<file path="config.mk">
export PLATFORM = sky130hd
export DESIGN_NAME = mpeg_audio_frame_sync
export DESIGN_NICKNAME = d
export VERILOG_FILES = /design/src/mafs_pkg.sv /design/src/mpeg_audio_frame_sync.sv
export VERILOG_INCLUDE_DIRS = /design/src /design/src/src
export SDC_FILE = /design/constraint.sdc
export NUM_CORES = 1
export LEC_CHECK = 0
export BUFFER_PORTS_ARGS = -buffer_cell sky130_fd_sc_hd__buf_2
export CAP_MARGIN = 25
export CORE_AREA = 4 4 183 185
export CTS_BUF_LIST = sky130_fd_sc_hd__clkbuf_16
export DETAILED_ROUTE_END_ITERATION = 8
export DIE_AREA = 0 0 187 189
export GPL_ROUTABILITY_DRIVEN = 0
export PLACE_DENSITY = 0.79
export SYNTH_ARGS = -nofsm -noshare
export SYNTH_HDL_FRONTEND = slang
export SYNTH_SLANG_ARGS = --single-unit
</file>
<file path="constraint.sdc">
create_clock -name clk -period 7.8 [get_ports clk]
set_input_delay 0.78 -clock clk [delete_from_list [all_inputs] [get_ports clk]]
set_output_delay 0.78 -clock clk [all_outputs]
set_load 0.03 [all_outputs]
</file>
<file path="src/mpeg_audio_frame_sync_macros.svh">
// Assertion macros shared by the MPEG audio frame sync RTL.
`ifndef MPEG_AUDIO_FRAME_SYNC_MACROS_SVH
`define MPEG_AUDIO_FRAME_SYNC_MACROS_SVH

// Condition that must hold at every clock edge out of reset.
`define MAFS_ASSERT_ALWAYS(label, expr, msg) \
    label: assert property (@(posedge clk) disable iff (!rst_n) (expr)) else $error(msg);

// Condition that implies another one at the same edge.
`define MAFS_ASSERT_SAME(label, ante, cons, msg) \
    label: assert property (@(posedge clk) disable iff (!rst_n) (ante) |-> (cons)) \
        else $error(msg);

// Condition that implies another one at the next edge.
`define MAFS_ASSERT_NEXT(label, ante, cons, msg) \
    label: assert property (@(posedge clk) disable iff (!rst_n) (ante) |=> (cons)) \
        else $error(msg);

`endif

</file>
<file path="src/mafs_pkg.sv">
// Constants, types and header lookup tables for the MPEG audio frame sync.
`timescale 1ns / 1ps
`default_nettype none

package mafs_pkg;

    localparam int OFFSET_BITS = 32;
    typedef logic [OFFSET_BITS-1:0] pos_t;

    // Configuration register indexes.
    localparam logic [1:0] REG_MATCH_ENABLE = 2'd0;
    localparam logic [1:0] REG_REFERENCE    = 2'd1;
    localparam logic [1:0] REG_MASK         = 2'd2;

    // Quotient bits of the frame length division.
    localparam int DIV_STEPS = 12;
    localparam int DIV_CNT_W = $clog2(DIV_STEPS + 1);

    // Bitrate in kbit/s divided by 8, by [MPEG-2 or 2.5][3 - layer][index].
    localparam logic [5:0] RATE_TAB [2][4][16] = '{
        '{ '{6'd0, 6'd4, 6'd8, 6'd12, 6'd16, 6'd20, 6'd24, 6'd28,
             6'd32, 6'd36, 6'd40, 6'd44, 6'd48, 6'd52, 6'd56, 6'd0},
           '{6'd0, 6'd4, 6'd6, 6'd7, 6'd8, 6'd10, 6'd12, 6'd14,
             6'd16, 6'd20, 6'd24, 6'd28, 6'd32, 6'd40, 6'd48, 6'd0},
           '{6'd0, 6'd4, 6'd5, 6'd6, 6'd7, 6'd8, 6'd10, 6'd12,
             6'd14, 6'd16, 6'd20, 6'd24, 6'd28, 6'd32, 6'd40, 6'd0},
           '{16{6'd0}} },
        '{ '{6'd0, 6'd4, 6'd6, 6'd7, 6'd8, 6'd10, 6'd12, 6'd14,
             6'd16, 6'd18, 6'd20, 6'd22, 6'd24, 6'd28, 6'd32, 6'd0},
           '{6'd0, 6'd1, 6'd2, 6'd3, 6'd4, 6'd5, 6'd6, 6'd7,
             6'd8, 6'd10, 6'd12, 6'd14, 6'd16, 6'd18, 6'd20, 6'd0},
           '{6'd0, 6'd1, 6'd2, 6'd3, 6'd4, 6'd5, 6'd6, 6'd7,
             6'd8, 6'd10, 6'd12, 6'd14, 6'd16, 6'd18, 6'd20, 6'd0},
           '{16{6'd0}} }
    };

    // Sample rate in Hz by [3 - version][index].
    localparam logic [15:0] SRATE_TAB [4][4] = '{
        '{16'd44100, 16'd48000, 16'd32000, 16'd0},
        '{16'd22050, 16'd24000, 16'd16000, 16'd0},
        '{16'd0,     16'd0,     16'd0,     16'd0},
        '{16'd11025, 16'd12000, 16'd8000,  16'd0}
    };

    // Samples per frame divided by 8, by [MPEG-2 or 2.5][3 - layer].
    localparam logic [7:0] SAMP_TAB [2][4] = '{
        '{8'd48, 8'd144, 8'd144, 8'd0},
        '{8'd48, 8'd144, 8'd72,  8'd0}
    };

    function automatic logic header_valid(input logic [31:0] w);
        logic sync_ok;
        sync_ok = (w[31:21] == 11'h7ff);
        return sync_ok && (w[20:19] != 2'd1) && (w[18:17] != 2'd0)
            && (w[15:12] != 4'd0) && (w[15:12] != 4'd15) && (w[11:10] != 2'd3);
    endfunction

endpackage

`default_nettype wire

</file>
<file path="src/mpeg_audio_frame_sync.sv">
// Top level of the MPEG audio frame header sync: byte window, header check and length unit.
`timescale 1ns / 1ps
`default_nettype none
`include "mpeg_audio_frame_sync_macros.svh"

// Scans a byte stream for MPEG audio frame headers and reports each one with
// its offset, bitrate, sample rate, samples per frame and frame length.
// A byte that does not complete a header is taken straight into the window. A byte that
// does is accepted, then the product of samples and bitrate is formed and scaled,
// a restoring divider yields the twelve quotient bits at one per cycle, and
// the result is handed to the output register; s_tready is low meanwhile.
// The last step waits, with s_tready still low, while the output register
// holds a report that has not been taken yet.
// The output register lets the next byte transfer while a report waits.
// Registers 0, 1 and 2 are match_enable, reference_header and compare_mask.
module mpeg_audio_frame_sync (
    input  wire logic          clk,
    input  wire logic          rst_n,
    input  wire logic          s_tvalid,
    output logic               s_tready,
    input  wire logic [7:0]    s_tdata,   // data_byte
    input  wire logic          s_tuser,   // new_buffer
    output logic               m_tvalid,
    input  wire logic          m_tready,
    // header_offset[31:0], header_word[63:32], bitrate_kbps[72:64],
    // sample_rate_hz[88:73], frame_samples[99:89], frame_length[111:100]
    output logic [111:0]       m_tdata,
    input  wire logic          cfg_we,
    input  wire logic [1:0]    cfg_index,
    input  wire logic [31:0]   cfg_data
);

    localparam logic [2:0] ST_IDLE  = 3'd0;
    localparam logic [2:0] ST_MUL   = 3'd1;
    localparam logic [2:0] ST_SCALE = 3'd2;
    localparam logic [2:0] ST_DIV   = 3'd3;
    localparam logic [2:0] ST_DONE  = 3'd4;

    logic [2:0] state_reg, state_next;

    logic        match_en_reg;
    logic [31:0] ref_reg;
    logic [31:0] mask_reg;

    logic [23:0]        window_reg, window_next;
    logic [1:0]         fill_reg, fill_next;
    mafs_pkg::pos_t     pos_reg, pos_next;

    // Working registers of the header in progress.
    logic [31:0] offset_reg, offset_next;
    logic [31:0] word_reg, word_next;
    logic [5:0]  rate_reg, rate_next;
    logic [15:0] hz_reg, hz_next;
    logic [7:0]  s8_reg, s8_next;
    logic        pad_reg, pad_next;
    logic        layer1_reg, layer1_next;
    logic [13:0] prod_reg, prod_next;
    logic [15:0] rem_reg, rem_next;
    logic [11:0] nlow_reg, nlow_next;
    logic [11:0] quot_reg, quot_next;
    logic [mafs_pkg::DIV_CNT_W-1:0] cnt_reg, cnt_next;

    logic         out_valid_reg, out_valid_next;
    logic [111:0] out_data_reg, out_data_next;

    logic           accept;
    logic [23:0]    eff_window;
    logic [1:0]     eff_fill;
    mafs_pkg::pos_t eff_pos;
    logic [31:0]    cand;
    logic           hit;
    logic           vi;
    logic [1:0]     li;
    logic [25:0]    num;
    logic [16:0]    trial;
    logic           trial_ge;
    logic [11:0]    length;

    assign s_tready = (state_reg == ST_IDLE);
    assign accept   = s_tvalid && s_tready;
    assign m_tvalid = out_valid_reg;
    assign m_tdata  = out_data_reg;

    always_comb
    begin
        eff_window = s_tuser ? 24'd0 : window_reg;
        eff_fill   = s_tuser ? 2'd0 : fill_reg;
        eff_pos    = s_tuser ? '0 : pos_reg;
        cand       = {eff_window, s_tdata};
        hit = (eff_fill == 2'd3) && mafs_pkg::header_valid(cand)
            && (!match_en_reg || (((cand ^ ref_reg) & mask_reg) == 32'd0));
        vi  = (cand[20:19] != 2'd3);
        li  = 2'd3 - cand[18:17];
        num = 26'(32'(prod_reg) * 32'd8000);
        trial    = {rem_reg, nlow_reg[11]};
        trial_ge = (trial >= {1'b0, hz_reg});
        length   = quot_reg + (layer1_reg ? {9'd0, pad_reg, 2'd0} : {11'd0, pad_reg});
    end

    always_comb
    begin
        state_next     = state_reg;
        window_next    = window_reg;
        fill_next      = fill_reg;
        pos_next       = pos_reg;
        offset_next    = offset_reg;
        word_next      = word_reg;
        rate_next      = rate_reg;
        hz_next        = hz_reg;
        s8_next        = s8_reg;
        pad_next       = pad_reg;
        layer1_next    = layer1_reg;
        prod_next      = prod_reg;
        rem_next       = rem_reg;
        nlow_next      = nlow_reg;
        quot_next      = quot_reg;
        cnt_next       = cnt_reg;
        out_valid_next = out_valid_reg;
        out_data_next  = out_data_reg;

        if (out_valid_reg && m_tready)
        begin
            out_valid_next = 1'b0;
        end

        unique case (state_reg)
            ST_IDLE:
            begin
                if (accept)
                begin
                    window_next = {eff_window[15:0], s_tdata};
                    fill_next   = (eff_fill == 2'd3) ? 2'd3 : eff_fill + 2'd1;
                    pos_next    = eff_pos + mafs_pkg::pos_t'(1);
                    if (hit)
                    begin
                        offset_next = 32'(mafs_pkg::pos_t'(eff_pos - mafs_pkg::pos_t'(3)));
                        word_next   = cand;
                        rate_next   = mafs_pkg::RATE_TAB[vi][li][cand[15:12]];
                        hz_next     = mafs_pkg::SRATE_TAB[2'd3 - cand[20:19]][cand[11:10]];
                        s8_next     = mafs_pkg::SAMP_TAB[vi][li];
                        pad_next    = cand[9];
                        layer1_next = (li == 2'd0);
                        state_next  = ST_MUL;
                    end
                end
            end
            ST_MUL:
            begin
                prod_next  = 14'(16'(s8_reg) * 16'(rate_reg));
                state_next = ST_SCALE;
            end
            ST_SCALE:
            begin
                // The quotient stays below 4096, so the upper bits are below the divisor.
                rem_next   = {2'd0, num[25:12]};
                nlow_next  = num[11:0];
                quot_next  = 12'd0;
                cnt_next   = '0;
                state_next = ST_DIV;
            end
            ST_DIV:
            begin
                rem_next  = trial_ge ? 16'(trial - {1'b0, hz_reg}) : trial[15:0];
                nlow_next = {nlow_reg[10:0], 1'b0};
                quot_next = {quot_reg[10:0], trial_ge};
                cnt_next  = cnt_reg + mafs_pkg::DIV_CNT_W'(1);
                if (cnt_reg == mafs_pkg::DIV_CNT_W'(mafs_pkg::DIV_STEPS - 1))
                begin
                    state_next = ST_DONE;
                end
            end
            ST_DONE:
            begin
                if (!out_valid_reg || m_tready)
                begin
                    out_valid_next = 1'b1;
                    out_data_next  = {length, {s8_reg, 3'd0}, hz_reg,
                                      {rate_reg, 3'd0}, word_reg, offset_reg};
                    state_next     = ST_IDLE;
                end
            end
            default:
            begin
                state_next = ST_IDLE;
            end
        endcase
    end

    always_ff @(posedge clk or negedge rst_n)
    begin
        if (!rst_n)
        begin
            state_reg     <= ST_IDLE;
            match_en_reg  <= 1'b0;
            ref_reg       <= 32'd0;
            mask_reg      <= 32'd0;
            window_reg    <= 24'd0;
            fill_reg      <= 2'd0;
            pos_reg       <= '0;
            out_valid_reg <= 1'b0;
            cnt_reg       <= '0;
        end
        else
        begin
            state_reg     <= state_next;
            window_reg    <= window_next;
            fill_reg      <= fill_next;
            pos_reg       <= pos_next;
            out_valid_reg <= out_valid_next;
            cnt_reg       <= cnt_next;
            if (cfg_we)
            begin
                unique case (cfg_index)
                    mafs_pkg::REG_MATCH_ENABLE: match_en_reg <= cfg_data[0];
                    mafs_pkg::REG_REFERENCE:    ref_reg      <= cfg_data;
                    mafs_pkg::REG_MASK:         mask_reg     <= cfg_data;
                    default:                    ;
                endcase
            end
        end
    end

    always_ff @(posedge clk)
    begin
        offset_reg   <= offset_next;
        word_reg     <= word_next;
        rate_reg     <= rate_next;
        hz_reg       <= hz_next;
        s8_reg       <= s8_next;
        pad_reg      <= pad_next;
        layer1_reg   <= layer1_next;
        prod_reg     <= prod_next;
        rem_reg      <= rem_next;
        nlow_reg     <= nlow_next;
        quot_reg     <= quot_next;
        out_data_reg <= out_data_next;
    end

    `MAFS_ASSERT_SAME(a_div_count, state_reg == ST_DIV, cnt_reg < mafs_pkg::DIV_CNT_W'(mafs_pkg::DIV_STEPS), "divider step count overran")
    `MAFS_ASSERT_SAME(a_div_rem, state_reg == ST_DIV, rem_reg < hz_reg, "partial remainder not below the sample rate")
    `MAFS_ASSERT_NEXT(a_hit_starts, accept && hit, state_reg == ST_MUL && !s_tready, "header hit did not start the length unit")

endmodule

`default_nettype wire
</file>
Word level (Yosys, flattened, before mapping)

Index checks and enable logic that the tools add are counted.

Word-level logic and storage cells: 127
Bits in registers: 387

Order comparisons: 6
Bitwise gates (word level): 7
$mul: 2
Mux-type cells: 39
Equality and inequality tests: 17
Reduce and logical (&&, ||, !) cells: 27
Add/sub/neg operators: 8

Operators with widths:

| kind                    | number |
|---|---|
| $mux W384               | 2 |
| $mux W370               | 1 |
| $bmux W96 S2            | 1 |
| $mux W96                | 2 |
| $bmux W64 S2            | 1 |
| $mux W64                | 2 |
| $mux W32                | 3 |
| $mux W16                | 4 |
| $pmux W12 S2            | 2 |
| $add A32 B1 Y32 const B | 1 |
| $and A32 B32 Y32        | 1 |
| $bmux W16 S2            | 1 |
| $logic_not A32 Y1       | 1 |
| $pmux W16 S2            | 1 |
| $sub A32 B2 Y32 const B | 1 |
| $xor A32 B32 Y32        | 1 |
| $bmux W6 S4             | 1 |
| $mux W24                | 1 |
| $mul A14 B7 Y20 const B | 1 |
| $ge A17 B16 Y1          | 1 |
| $bmux W8 S2             | 1 |
| $mux W8                 | 2 |
| $sub A16 B16 Y16        | 1 |
| $mux W3                 | 5 |
| other kinds (36)        | 68 |

Longest topological paths before layout

Gate-level depths: netlist of run 1.

Word-level depth: 12
Mapped depth: 15
Mapped depth without buffers: 15

Least setup slack after synthesis of run 1

Ideal clock, no wire load.

Path type: input-to-reg
Start point: input s_tuser
End point: register hz_reg[10], enable pin
Setup slack: 2,884 ps
Library setup time: 457 ps
Arrival: 4,460 ps
Buffers on the path: 2
Stages: 11
Cell sequence: clkbuf_1 -> clkbuf_1 -> nand2b_1 -> inv_1 -> ha_1 -> nor2_1 -> nand4_1 -> nor3_1 -> nand3_1 -> nor4_1 -> and2_1

Word-level cells in the longest chain between the ends: 10
Elaborated cells on any way between the ends: 21
Classes of those cells: eq/ne: 5; mux: 2; bitwise: 2; reduce/logical: 12

RTL lines:

| what                                                                     | line                         | source |
|---|---|---|
| start, declared                                                          | mpeg_audio_frame_sync.sv:22  | `input wire logic s_tuser,` |
| $mux W24 (*)                                                             | mpeg_audio_frame_sync.sv:86  | `eff_window = s_tuser ? 24'd0 : window_reg;` |
| net eff_window[11]                                                       | mpeg_audio_frame_sync.sv:67  | `logic [23:0] eff_window;` |
| parallel branches: the longest is 7 deep, another holds $xor A32 B32 Y32 | -                            |  |
| $logic_and A1 B1 Y1 (*)                                                  | mpeg_audio_frame_sync.sv:91  | `&& (!match_en_reg \|\| (((cand ^ ref_reg) & mask_reg) == 32'd0));` |
| $reduce_and A3 Y1 (no source line) (*)                                   | -                            |  |
| end signal, assigned                                                     | mpeg_audio_frame_sync.sv:228 | `hz_reg <= hz_next;` |
| end, declared                                                            | mpeg_audio_frame_sync.sv:53  | `logic [15:0] hz_reg, hz_next;` |

Mark *: on every way through the listed nets, which the timed path passes.
A chain may end at the register's enable or synchronous reset.

Final worst setup path of run 1

Start point: register prod_reg[7]
End point: register rem_reg[12] (data pin)

Word-level cells in the longest chain between the ends: 2

RTL lines:

| what                   | line                         | source |
|---|---|---|
| start, declared        | mpeg_audio_frame_sync.sv:57  | `logic [13:0] prod_reg, prod_next;` |
| start signal, assigned | mpeg_audio_frame_sync.sv:232 | `prod_reg <= prod_next;` |
| $mul A14 B7 Y20        | mpeg_audio_frame_sync.sv:94  | `num = 26'(32'(prod_reg) * 32'd8000);` |
| $pmux W16 S2           | mpeg_audio_frame_sync.sv:126 | `unique case (state_reg)` |
| net rem_next[12]       | mpeg_audio_frame_sync.sv:58  | `logic [15:0] rem_reg, rem_next;` |
| end signal, assigned   | mpeg_audio_frame_sync.sv:233 | `rem_reg <= rem_next;` |
| end, declared          | mpeg_audio_frame_sync.sv:58  |  |

The timed path passes the listed nets, and every way through them passes these cells.

==> results of run 1 <==
-- layout make-up --
cell class / count / area [sq um] / area share (%)
clock buffer: 39 / 976 / 4.61
clock inverter: 31 / 310 / 1.47
inverter: 121 / 454 / 2.14
multi-input combinational: 1067 / 7910 / 37.3
sequential: 361 / 10200 / 48.1
tap: 408 / 510 / 2.41
timing repair buffer: 161 / 837 / 3.95
-- metal layers --
layer | global-route usage (%) | wire (um) | vias to the layer above
met1 | 32.1 | 17500 | 6282
met4 | 6.74 | 1190 | 0
met3 | 4.65 | 2970 | 84
li1 | - | - | 5958
met5 | 0 | 0 | -
met2 | 37.0 | 19300 | 480
-- kinds of logic after synthesis --
family,count (synthesis),synth area share [%]
other cells,1,0.0199
flops,361,54.0
mux,78,4.58
fa+ha+maj,136,10.9
compound gates,254,8.30
buf+inv,201,4.32
simple gates,480,12.8
xor+xnor,109,5.06
-- synth_stat cells (4+ instances only) --
master | n | area, sq um
o21a_1 | 7 | 52.6
buf_4 | 12 | 90.1
nand3b_1 | 5 | 37.5
a21o_1 | 10 | 75.1
o31ai_1 | 6 | 45.0
fa_1 | 47 | 941
and3_1 | 27 | 169
and2_1 | 20 | 125
buf_1 | 6 | 22.5
nor2_1 | 83 | 312
nand3_1 | 40 | 200
a221oi_1 | 4 | 35.0
a21oi_1 | 63 | 315
xnor2_1 | 54 | 473
mux2i_1 | 12 | 120
o21ai_0 | 78 | 390
nand2b_1 | 22 | 138
a22oi_1 | 15 | 113
a22o_1 | 4 | 35.0
edfxtp_1 | 230 | 6910
o22ai_1 | 7 | 43.8
a211oi_1 | 8 | 60.1
ha_1 | 89 | 1110
o211ai_1 | 7 | 52.6
nor2b_1 | 26 | 163
dfrtp_1 | 131 | 3280
mux2_2 | 66 | 743
or3_1 | 10 | 62.6
a31oi_1 | 15 | 93.8
o21bai_1 | 6 | 45.0
inv_1 | 119 | 447
nand4_1 | 20 | 125
nand2_1 | 162 | 608
nor3_1 | 29 | 145
clkbuf_1 | 60 | 225
or4_1 | 8 | 60.1
nor4_1 | 6 | 37.5
xor2_1 | 55 | 482
-- power breakdown --
part,switching [uW],internal (uW)
Combinational,194,159
Clock,768,1090
Sequential,74.7,2110
Total,1040,3360
-- through the flow --
| step | cell area, sq um | total power (uW) | cells | hold slack (ns) | worst slack [ns] |
|---|---|---|---|---|---|
| detailed placement | 19900 | 2570 | 2118 | 0.405 | 3.00 |
| global placement | 19900 | 2550 | 2118 | 0.403 | 3.18 |
| CTS | 21200 | 4420 | 2188 | 0.292 | 3.24 |
| finish | 21200 | 4400 | 2188 | 0.281 | 3.25 |
| global route | 21200 | 4550 | 2188 | 0.319 | 2.92 |
| floorplan | 18900 | 2460 | 1629 | 0.400 | 2.88 |
-- worst max path at each step --
stage	startpoint	end	slack, ns	cells after the start
after floorplan	s_tuser	hz_reg[10]	2.88	11
after global placement	s_tuser	offset_reg[31]	3.18	10
after detailed placement	s_tuser	offset_reg[30]	3.00	10
after CTS	prod_reg[5]	rem_reg[12]	3.24	14
after global routing	prod_reg[5]	rem_reg[12]	2.92	14
final	prod_reg[7]	rem_reg[12]	3.25	14
-- worst reg2reg max path, cell delays in order (launching register included) --
cell	delay (ns)
edfxtp_1	0.46
inv_1	0.20
fa_1	0.48
fa_1	0.55
fa_1	0.44
fa_1	0.51
inv_1	0.04
ha_1	0.35
a21oi_1	0.16
nand2_1	0.08
o21ai_0	0.30
a22oi_1	0.19
a31oi_1	0.22
xor2_1	0.19
a22oi_1	0.10
==> flow_summary.ini, run 1 <==
[status]
status = completed

[placed_design]
dp_hpwl_um = 29300
io_buffer_count = 151

[clock_tree]
root_buffer = clkbuf_16
cts_tree = yes
cts_setup_buffers = 0
clk_latency_ns = 0.54
cts_max_path_buffers = 3
cts_max_level = 2
cts_made_buffers = 38
cts_sinks = 361
clk_pin_slew_ns = 0.06
cts.hold.buffers_added = 0
post_cts_resized = 0

[routing]
vias = 12800
viasPerCell = 5.85
routed_wl_um = 41000
drt-initial-drc-count = 986
wl_per_cell_um = 18.7
ant_nets = 0
drc = 0
first_pass_iters = 5

[worst_setup_path]
crit_path_frequent_cell = fa_1
crit_path_max_incr_delay_ns = 0.55
worst_r2r_endpoint = rem_reg[12]
worst_setup_path_start_kind = register
critical_path_peak_fanout = 5
crit_required_ns = 8.04
rrSetupSlack_ns = 3.25
crit_type = reg2reg
crit_path_cell_trace = inv_1 > fa_1 > fa_1 > fa_1 > fa_1 > inv_1 > ha_1 > a21oi_1 > nand2_1 > o21ai_0 > a22oi_1 > a31oi_1 > xor2_1 > a22oi_1
r2r-start = prod_reg[7]
cp.arrival_ns = 4.79
path_delay_family = adder cells
path_buf_inv = 2
cp-end-kind = register
critPathSlowestCell = fa_1
reg2reg_depth = 14

[global_routing]
grt_pass1_vias = 12600
track_usage_pct = 22.9
antenna_found_initial = 0
grt_pass1_wl_um = 66300
grt_overflow_total = 0
grt_max_degree = 77

[floorplan]
start_util_pct = 58.9
dieArea_sq_mm = 0.0353
die_w_um = 187
io-pin-count = 162
fp-row-count = 66
chipHeight_um = 189
coreArea_sq_mm = 0.0320

[logic_synthesis]
yosysUniqueCellTypes = 73
ys.warnings.count = 0
syn_inst = 1620
synthArstFlopShare_pct = 36.3
yosysSeqAreaShare_pct = 54.0
synth_edf_count = 230
syn_avg_cell_area_sq_um = 11.6
syn-cell-area_sq_mm = 0.0189
synth_top_flop_cell = edfxtp_1
ys_ff_latch = 361

[finish]
fill_cells = 2352
largest_reg_flops = 100
layout-drive-gt1-share_pct = 16.9
final_nets = 1934
final_common_cell = edfxtp_1
fin_util_pct = 66.1
area_growth_pct = 12.3
antenna-diode-count = 0
mostFrequentLayoutCells = 230 x edfxtp_1, 162 x nand2_1, 150 x buf_2

[job]
drv_cap = 0

[timing]
tns_ns = 0
maxSlewHeadroom_pct = 32.9
period_share_pct = 58.3
clock_skew_ns = 0.0151
worst_pin_slew_ns = 1.01
setup_viol = 0
rsz0062_at_grt = false
max_freq_mhz = 220
drv_slew = 0
hold_viol = 0
fin_crit_ns = 4.55

[pwr]
p_per_area_mw_per_mm2 = 208
leakage_uw = 0.00897
ir_drop_mv = 0.215

[hold_path]
min-delay-path-class = in2async
Power figures use the tool's default switching activity.
==> run 2: changes to the inputs <==
==> constraint.sdc (replaced) <==
create_clock -name clk -period 4.19 [get_ports clk]
set_input_delay 0.419 -clock clk [delete_from_list [all_inputs] [get_ports clk]]
set_output_delay 0.419 -clock clk [all_outputs]
set_load 0.03 [all_outputs]
==> flow_summary.ini, run 2 (same netlist as run 1, synthesis figures left out) <==
[finish]
final_nets = 1972
largest_reg_flops = 100
stdcell_area_sq_mm = 0.0216
layout-drive-gt1-share_pct = 20.2
area_growth_pct = 14.5
fin_util_pct = 67.4
mostFrequentLayoutCells = 230 x edfxtp_1, 161 x nand2_1, 150 x buf_2
final_common_cell = edfxtp_1

[job]
drv_cap = 0

[global_routing]
grt_pass1_vias = 12800
grt_overflow_total = 0
track_usage_pct = 23.0
grt_max_degree = 95
grt_pass1_wl_um = 66500
antenna_found_initial = 5

[worst_setup_path]
worst_setup_path_start_kind = register
crit_path_cell_trace = inv_2 > fa_1 > fa_1 > fa_1 > fa_1 > inv_2 > ha_4 > nand3_4 > nor2_4 > o21ai_4 > a22oi_2 > buf_4 > xor2_2 > nor2_1 > a211oi_1
path_delay_family = adder cells
critical_path_peak_fanout = 5
crit_path_max_incr_delay_ns = 0.52
critPathSlowestCell = fa_1
path_buf_inv = 3
cp.arrival_ns = 4.49
crit_type = reg2reg
cp-end-kind = register
crit_path_frequent_cell = fa_1
crit_required_ns = 4.53

[clock_tree]
cts_sinks = 361
root_buffer = clkbuf_16
cts_max_path_buffers = 3
cts_max_level = 2
cts_tree = yes
clk_pin_slew_ns = 0.06
cts_made_buffers = 37
clk_latency_ns = 0.52

[placed_design]
dp_hpwl_um = 29800
io_buffer_count = 151
post_dp_cell_area_sq_mm = 0.0202

[timing]
fin_crit_ns = 4.14
setup_viol = 0
max_freq_mhz = 241
worst_pin_slew_ns = 0.874
clock_skew_ns = 0.0123
period_share_pct = 98.9
hold_viol = 13
maxSlewHeadroom_pct = 41.8
drv_slew = 0
rsz0062_at_grt = true
holdWs_ns = -0.0360

[routing]
wl_per_cell_um = 18.7
first_pass_iters = 6
vias = 12900
viasPerCell = 5.81
drt-initial-drc-count = 999
drc = 0
ant_nets = 0
routed_wl_um = 41600

[floorplan]
coreArea_sq_mm = 0.0320
io-pin-count = 162
start_util_pct = 58.9
fp-row-count = 66
chipHeight_um = 189
dieArea_sq_mm = 0.0353
die_w_um = 187

[pwr]
ir_drop_mv = 0.282
p_per_area_mw_per_mm2 = 366
power.total_uw = 7910
leakage_uw = 0.00911

[hold_path]
min-delay-path-class = in2async

[status]
status = finished with violations
violations = negative hold slack
## run 2: power by group
part	switching, uW	internal (uW)	total [uW]
sequential	121	3930	4050
clock	1350	1840	3190
combinational	363	307	670
total	1830	6080	7910
## run 2: routing by layer
metal | global-route usage (%) | vias up | wire length (um)
met5 | 0 | - | 54
met1 | 31.1 | 6319 | 17600
li1 | - | 6051 | -
met4 | 6.48 | 8 | 1150
met3 | 4.42 | 96 | 2610
met2 | 38.5 | 452 | 20200
## run 2: layout make-up
class	instances	area, sq um
fillers	2330	10500
flip-flops and latches	361	10200
multi-input cells	1067	8090
repair buffers	200	1170
clock buffers	38	951
well taps	408	510
inverters	121	454
clock inverters	29	229
diodes	1	2.50
## run 2: worst paths after layout
path	startpoint	endpoint	slack (ns)	cells past startpoint
min in group clk	s_tdata[0]	word_reg[0]	0.13	1
max in group asynchronous	rst_n	mask_reg[3]	3.18	2
worst max register to register	prod_reg[5]	rem_reg[10]	0.05	15
worst max-delay path	prod_reg[5]	rem_reg[10]	0.05	15
worst min-delay path	rst_n	mask_reg[22]	-0.04	1
worst min register to register	offset_reg[29]	m_tdata[29]	0.42	0
## run 2: repair_timing
action	4_1_cts	5_1_grt
gates resized for setup	6	35
endpoints found under the setup margin	5	6
hold buffers	0	0
endpoints found under the hold margin	0	0
cloned	0	0
buffers inserted	0	3
pin swaps	3	26
## run 2: per-stage QoR
| stage | setup TNS [ns] | instances | worst slack, ns |
|---|---|---|---|
| global route | -0.495 | 2225 | -0.151 |
| finish | 0 | 2225 | 0.0466 |
| detailed placement | -0.332 | 2154 | -0.147 |
| CTS | 0 | 2221 | 0.000252 |
| global placement | -0.00617 | 2154 | -0.00617 |
| floorplan | 0 | 1629 | 0.0700 |
## run 2: worst register-to-register path: stages (launching register included)
cell	delay, ns
edfxtp_1	0.45
inv_2	0.12
fa_1	0.45
fa_1	0.52
fa_1	0.51
fa_1	0.51
inv_2	0.05
ha_4	0.31
nand3_4	0.09
nor2_4	0.15
o21ai_4	0.07
a22oi_2	0.21
buf_4	0.16
xor2_2	0.13
nor2_1	0.06
a211oi_1	0.20
==> run 3: changes to the inputs <==
--- a/config.mk
+++ b/config.mk
@@ -8,10 +8,10 @@
 export LEC_CHECK = 0
 export BUFFER_PORTS_ARGS = -buffer_cell sky130_fd_sc_hd__buf_2
 export CAP_MARGIN = 25
-export CORE_AREA = 4 4 183 185
+export CORE_AREA = 4 4 167 202
 export CTS_BUF_LIST = sky130_fd_sc_hd__clkbuf_16
 export DETAILED_ROUTE_END_ITERATION = 8
-export DIE_AREA = 0 0 187 189
+export DIE_AREA = 0 0 171 206
 export GPL_ROUTABILITY_DRIVEN = 0
 export PLACE_DENSITY = 0.79
 export SYNTH_ARGS = -nofsm -noshare
==> flow_summary.ini, run 3 (same netlist as run 1, synthesis figures left out) <==
[timing]
maxSlewHeadroom_pct = 39.0
fin_crit_ns = 4.11
setup_viol = 0
hold_viol = 0
clock_skew_ns = 0.0213
max_freq_mhz = 243
rsz0062_at_grt = true
drv_slew = 0
period_share_pct = 98.1
worst_pin_slew_ns = 0.914
tns_ns = 0

[floorplan]
fp-row-count = 72
io-pin-count = 162
chipHeight_um = 206
coreArea_sq_mm = 0.0319
die_w_um = 171
start_util_pct = 59.1
dieArea_sq_mm = 0.0352

[routing]
drc = 0
wl_per_cell_um = 18.8
vias = 13000
viasPerCell = 5.84
ant_nets = 0
routed_wl_um = 41700
first_pass_iters = 6
drt-initial-drc-count = 1302

[finish]
final_nets = 1973
antenna-diode-count = 0
final_common_cell = edfxtp_1
fill_cells = 2346
mostFrequentLayoutCells = 230 x edfxtp_1, 162 x nand2_1, 150 x buf_2
stdcell_count = 2221
fin_util_pct = 67.6
stdcell_area_sq_mm = 0.0216
area_growth_pct = 14.3
largest_reg_flops = 100
layout-drive-gt1-share_pct = 20.2

[worst_setup_path]
crit_path_start = prod_reg[8]
critical_path_peak_fanout = 4
worst_r2r_endpoint = rem_reg[11]
cp.arrival_ns = 4.34
cp-endpoint = rem_reg[11]
cp-end-kind = register
r2r-start = prod_reg[8]
rrSetupSlack_ns = 0.08
crit_required_ns = 4.42
crit_type = reg2reg
reg2reg_depth = 16
worst_setup_path_start_kind = register

[pwr]
internal_power_uw = 6080
p_per_area_mw_per_mm2 = 366
p_sw_share_pct = 22.9
combPwrFrac_pct = 8.5
leakage_uw = 0.00913
clockPowerShare_pct = 40.1
switchingPower_uw = 1810
pwr-share-seq_pct = 51.5
ir_drop_mv = 0.355

[global_routing]
antenna_found_initial = 1
grt_pass1_vias = 12600
grt_pass1_wl_um = 65600
grt_max_degree = 106
track_usage_pct = 23.1
grt_overflow_total = 0

[clock_tree]
cts_max_path_buffers = 3
clk_latency_ns = 0.53
cts_tree = yes
root_buffer = clkbuf_16
cts_made_buffers = 35
cts_max_level = 2
cts_sinks = 361
clk_pin_slew_ns = 0.06

[status]
status = completed

[hold_path]
min-delay-path-class = in2reg
min_from = s_tdata[7]

[placed_design]
dp_hpwl_um = 29200
post_dp_cell_area_sq_mm = 0.0202
io_buffer_count = 151
dpl.cell_count = 2150

[job]
drv_cap = 0
==> run 3: cell types whose count changed in the layout (fill, tap and decap cells not counted), moves of 3 or more <==
cell | before | now
clkbuf_16 | 38 | 35
inv_2 | 8 | 12
clkinv_1 | 10 | 7
o21ai_2 | 1 | 4
ha_1 | 84 | 81
ha_4 | 4 | 7
clkinvlp_4 | 6 | 1
==> run 3: layout make-up <==
cell class	count	area [sq um]	area share (%)
Timing Repair Buffer	203	1200	5.58
Sequential cell	361	10200	47.2
Inverter	121	454	2.11
Tap cell	407	509	2.36
Clock inverter	27	269	1.25
Clock buffer	35	876	4.06
Multi-Input combinational cell	1067	8070	37.4
==> run 3: power by group through the flow <==
stage          logic (uW)  clock network [uW]  registers (uW)
4_1_cts               663                3210            4060
3_5_place_dp          655                   0            4130
6_report              666                3160            4060
5_1_grt               737                3370            4070
3_3_place_gp          634                   0            4120
2_1_floorplan         505                   0            4070
==> run 3: how the worst min path moves through the flow <==
stage                             end  slack, ns  cells past startpoint
after floorplan            cnt_reg[0]       0.12                      0
after CTS                 pos_reg[28]       0.04                      1
after global placement    m_tdata[25]       0.40                      0
final                     word_reg[7]       0.12                      1
after global routing      word_reg[7]       0.11                      1
after detailed placement   m_tdata[6]       0.40                      0
==> run 3: worst max-delay path, cell delays in order (launching register included) <==
cell	delay, ns
edfxtp_1	0.41
inv_2	0.10
buf_4	0.11
fa_1	0.42
fa_1	0.56
inv_1	0.06
fa_1	0.49
inv_1	0.05
fa_1	0.49
inv_2	0.05
ha_4	0.22
a21o_1	0.19
a21oi_2	0.16
a31oi_1	0.11
nor2_1	0.15
xor2_1	0.15
a22oi_1	0.10
==> run 3: timing repair <==
item	4_1_cts	5_1_grt
hold buffers	0	1
hold endpoints to repair	0	4
setup buffers	1	6
pin swaps	3	37
gates cloned	0	0
resized for setup	8	35
endpoints found under the setup margin	5	6
==> run 3: metrics by stage <==
stage	setup WS [ns]	hold WS (ns)	power (uW)
final	0.0813	0.121	7880
after floorplan	0.0700	0.123	4580
after global routing	-0.0756	0.111	8170
after detailed placement	-0.147	0.405	4780
after CTS	0.000854	0.0436	7930
after global placement	-0.00728	0.402	4750
==> run 3: per-layer routing <==
layer | routed length [um] | part of all wire (%) | track usage (%) | vias up
met3 | 2450 | 5.9 | 3.02 | 89
met5 | 19 | 0.046 | 0 | -
met2 | 21700 | 52 | 40.4 | 516
li1 | - | - | - | 6027
met4 | 947 | 2.3 | 6.09 | 2
met1 | 16600 | 40 | 30.8 | 6342
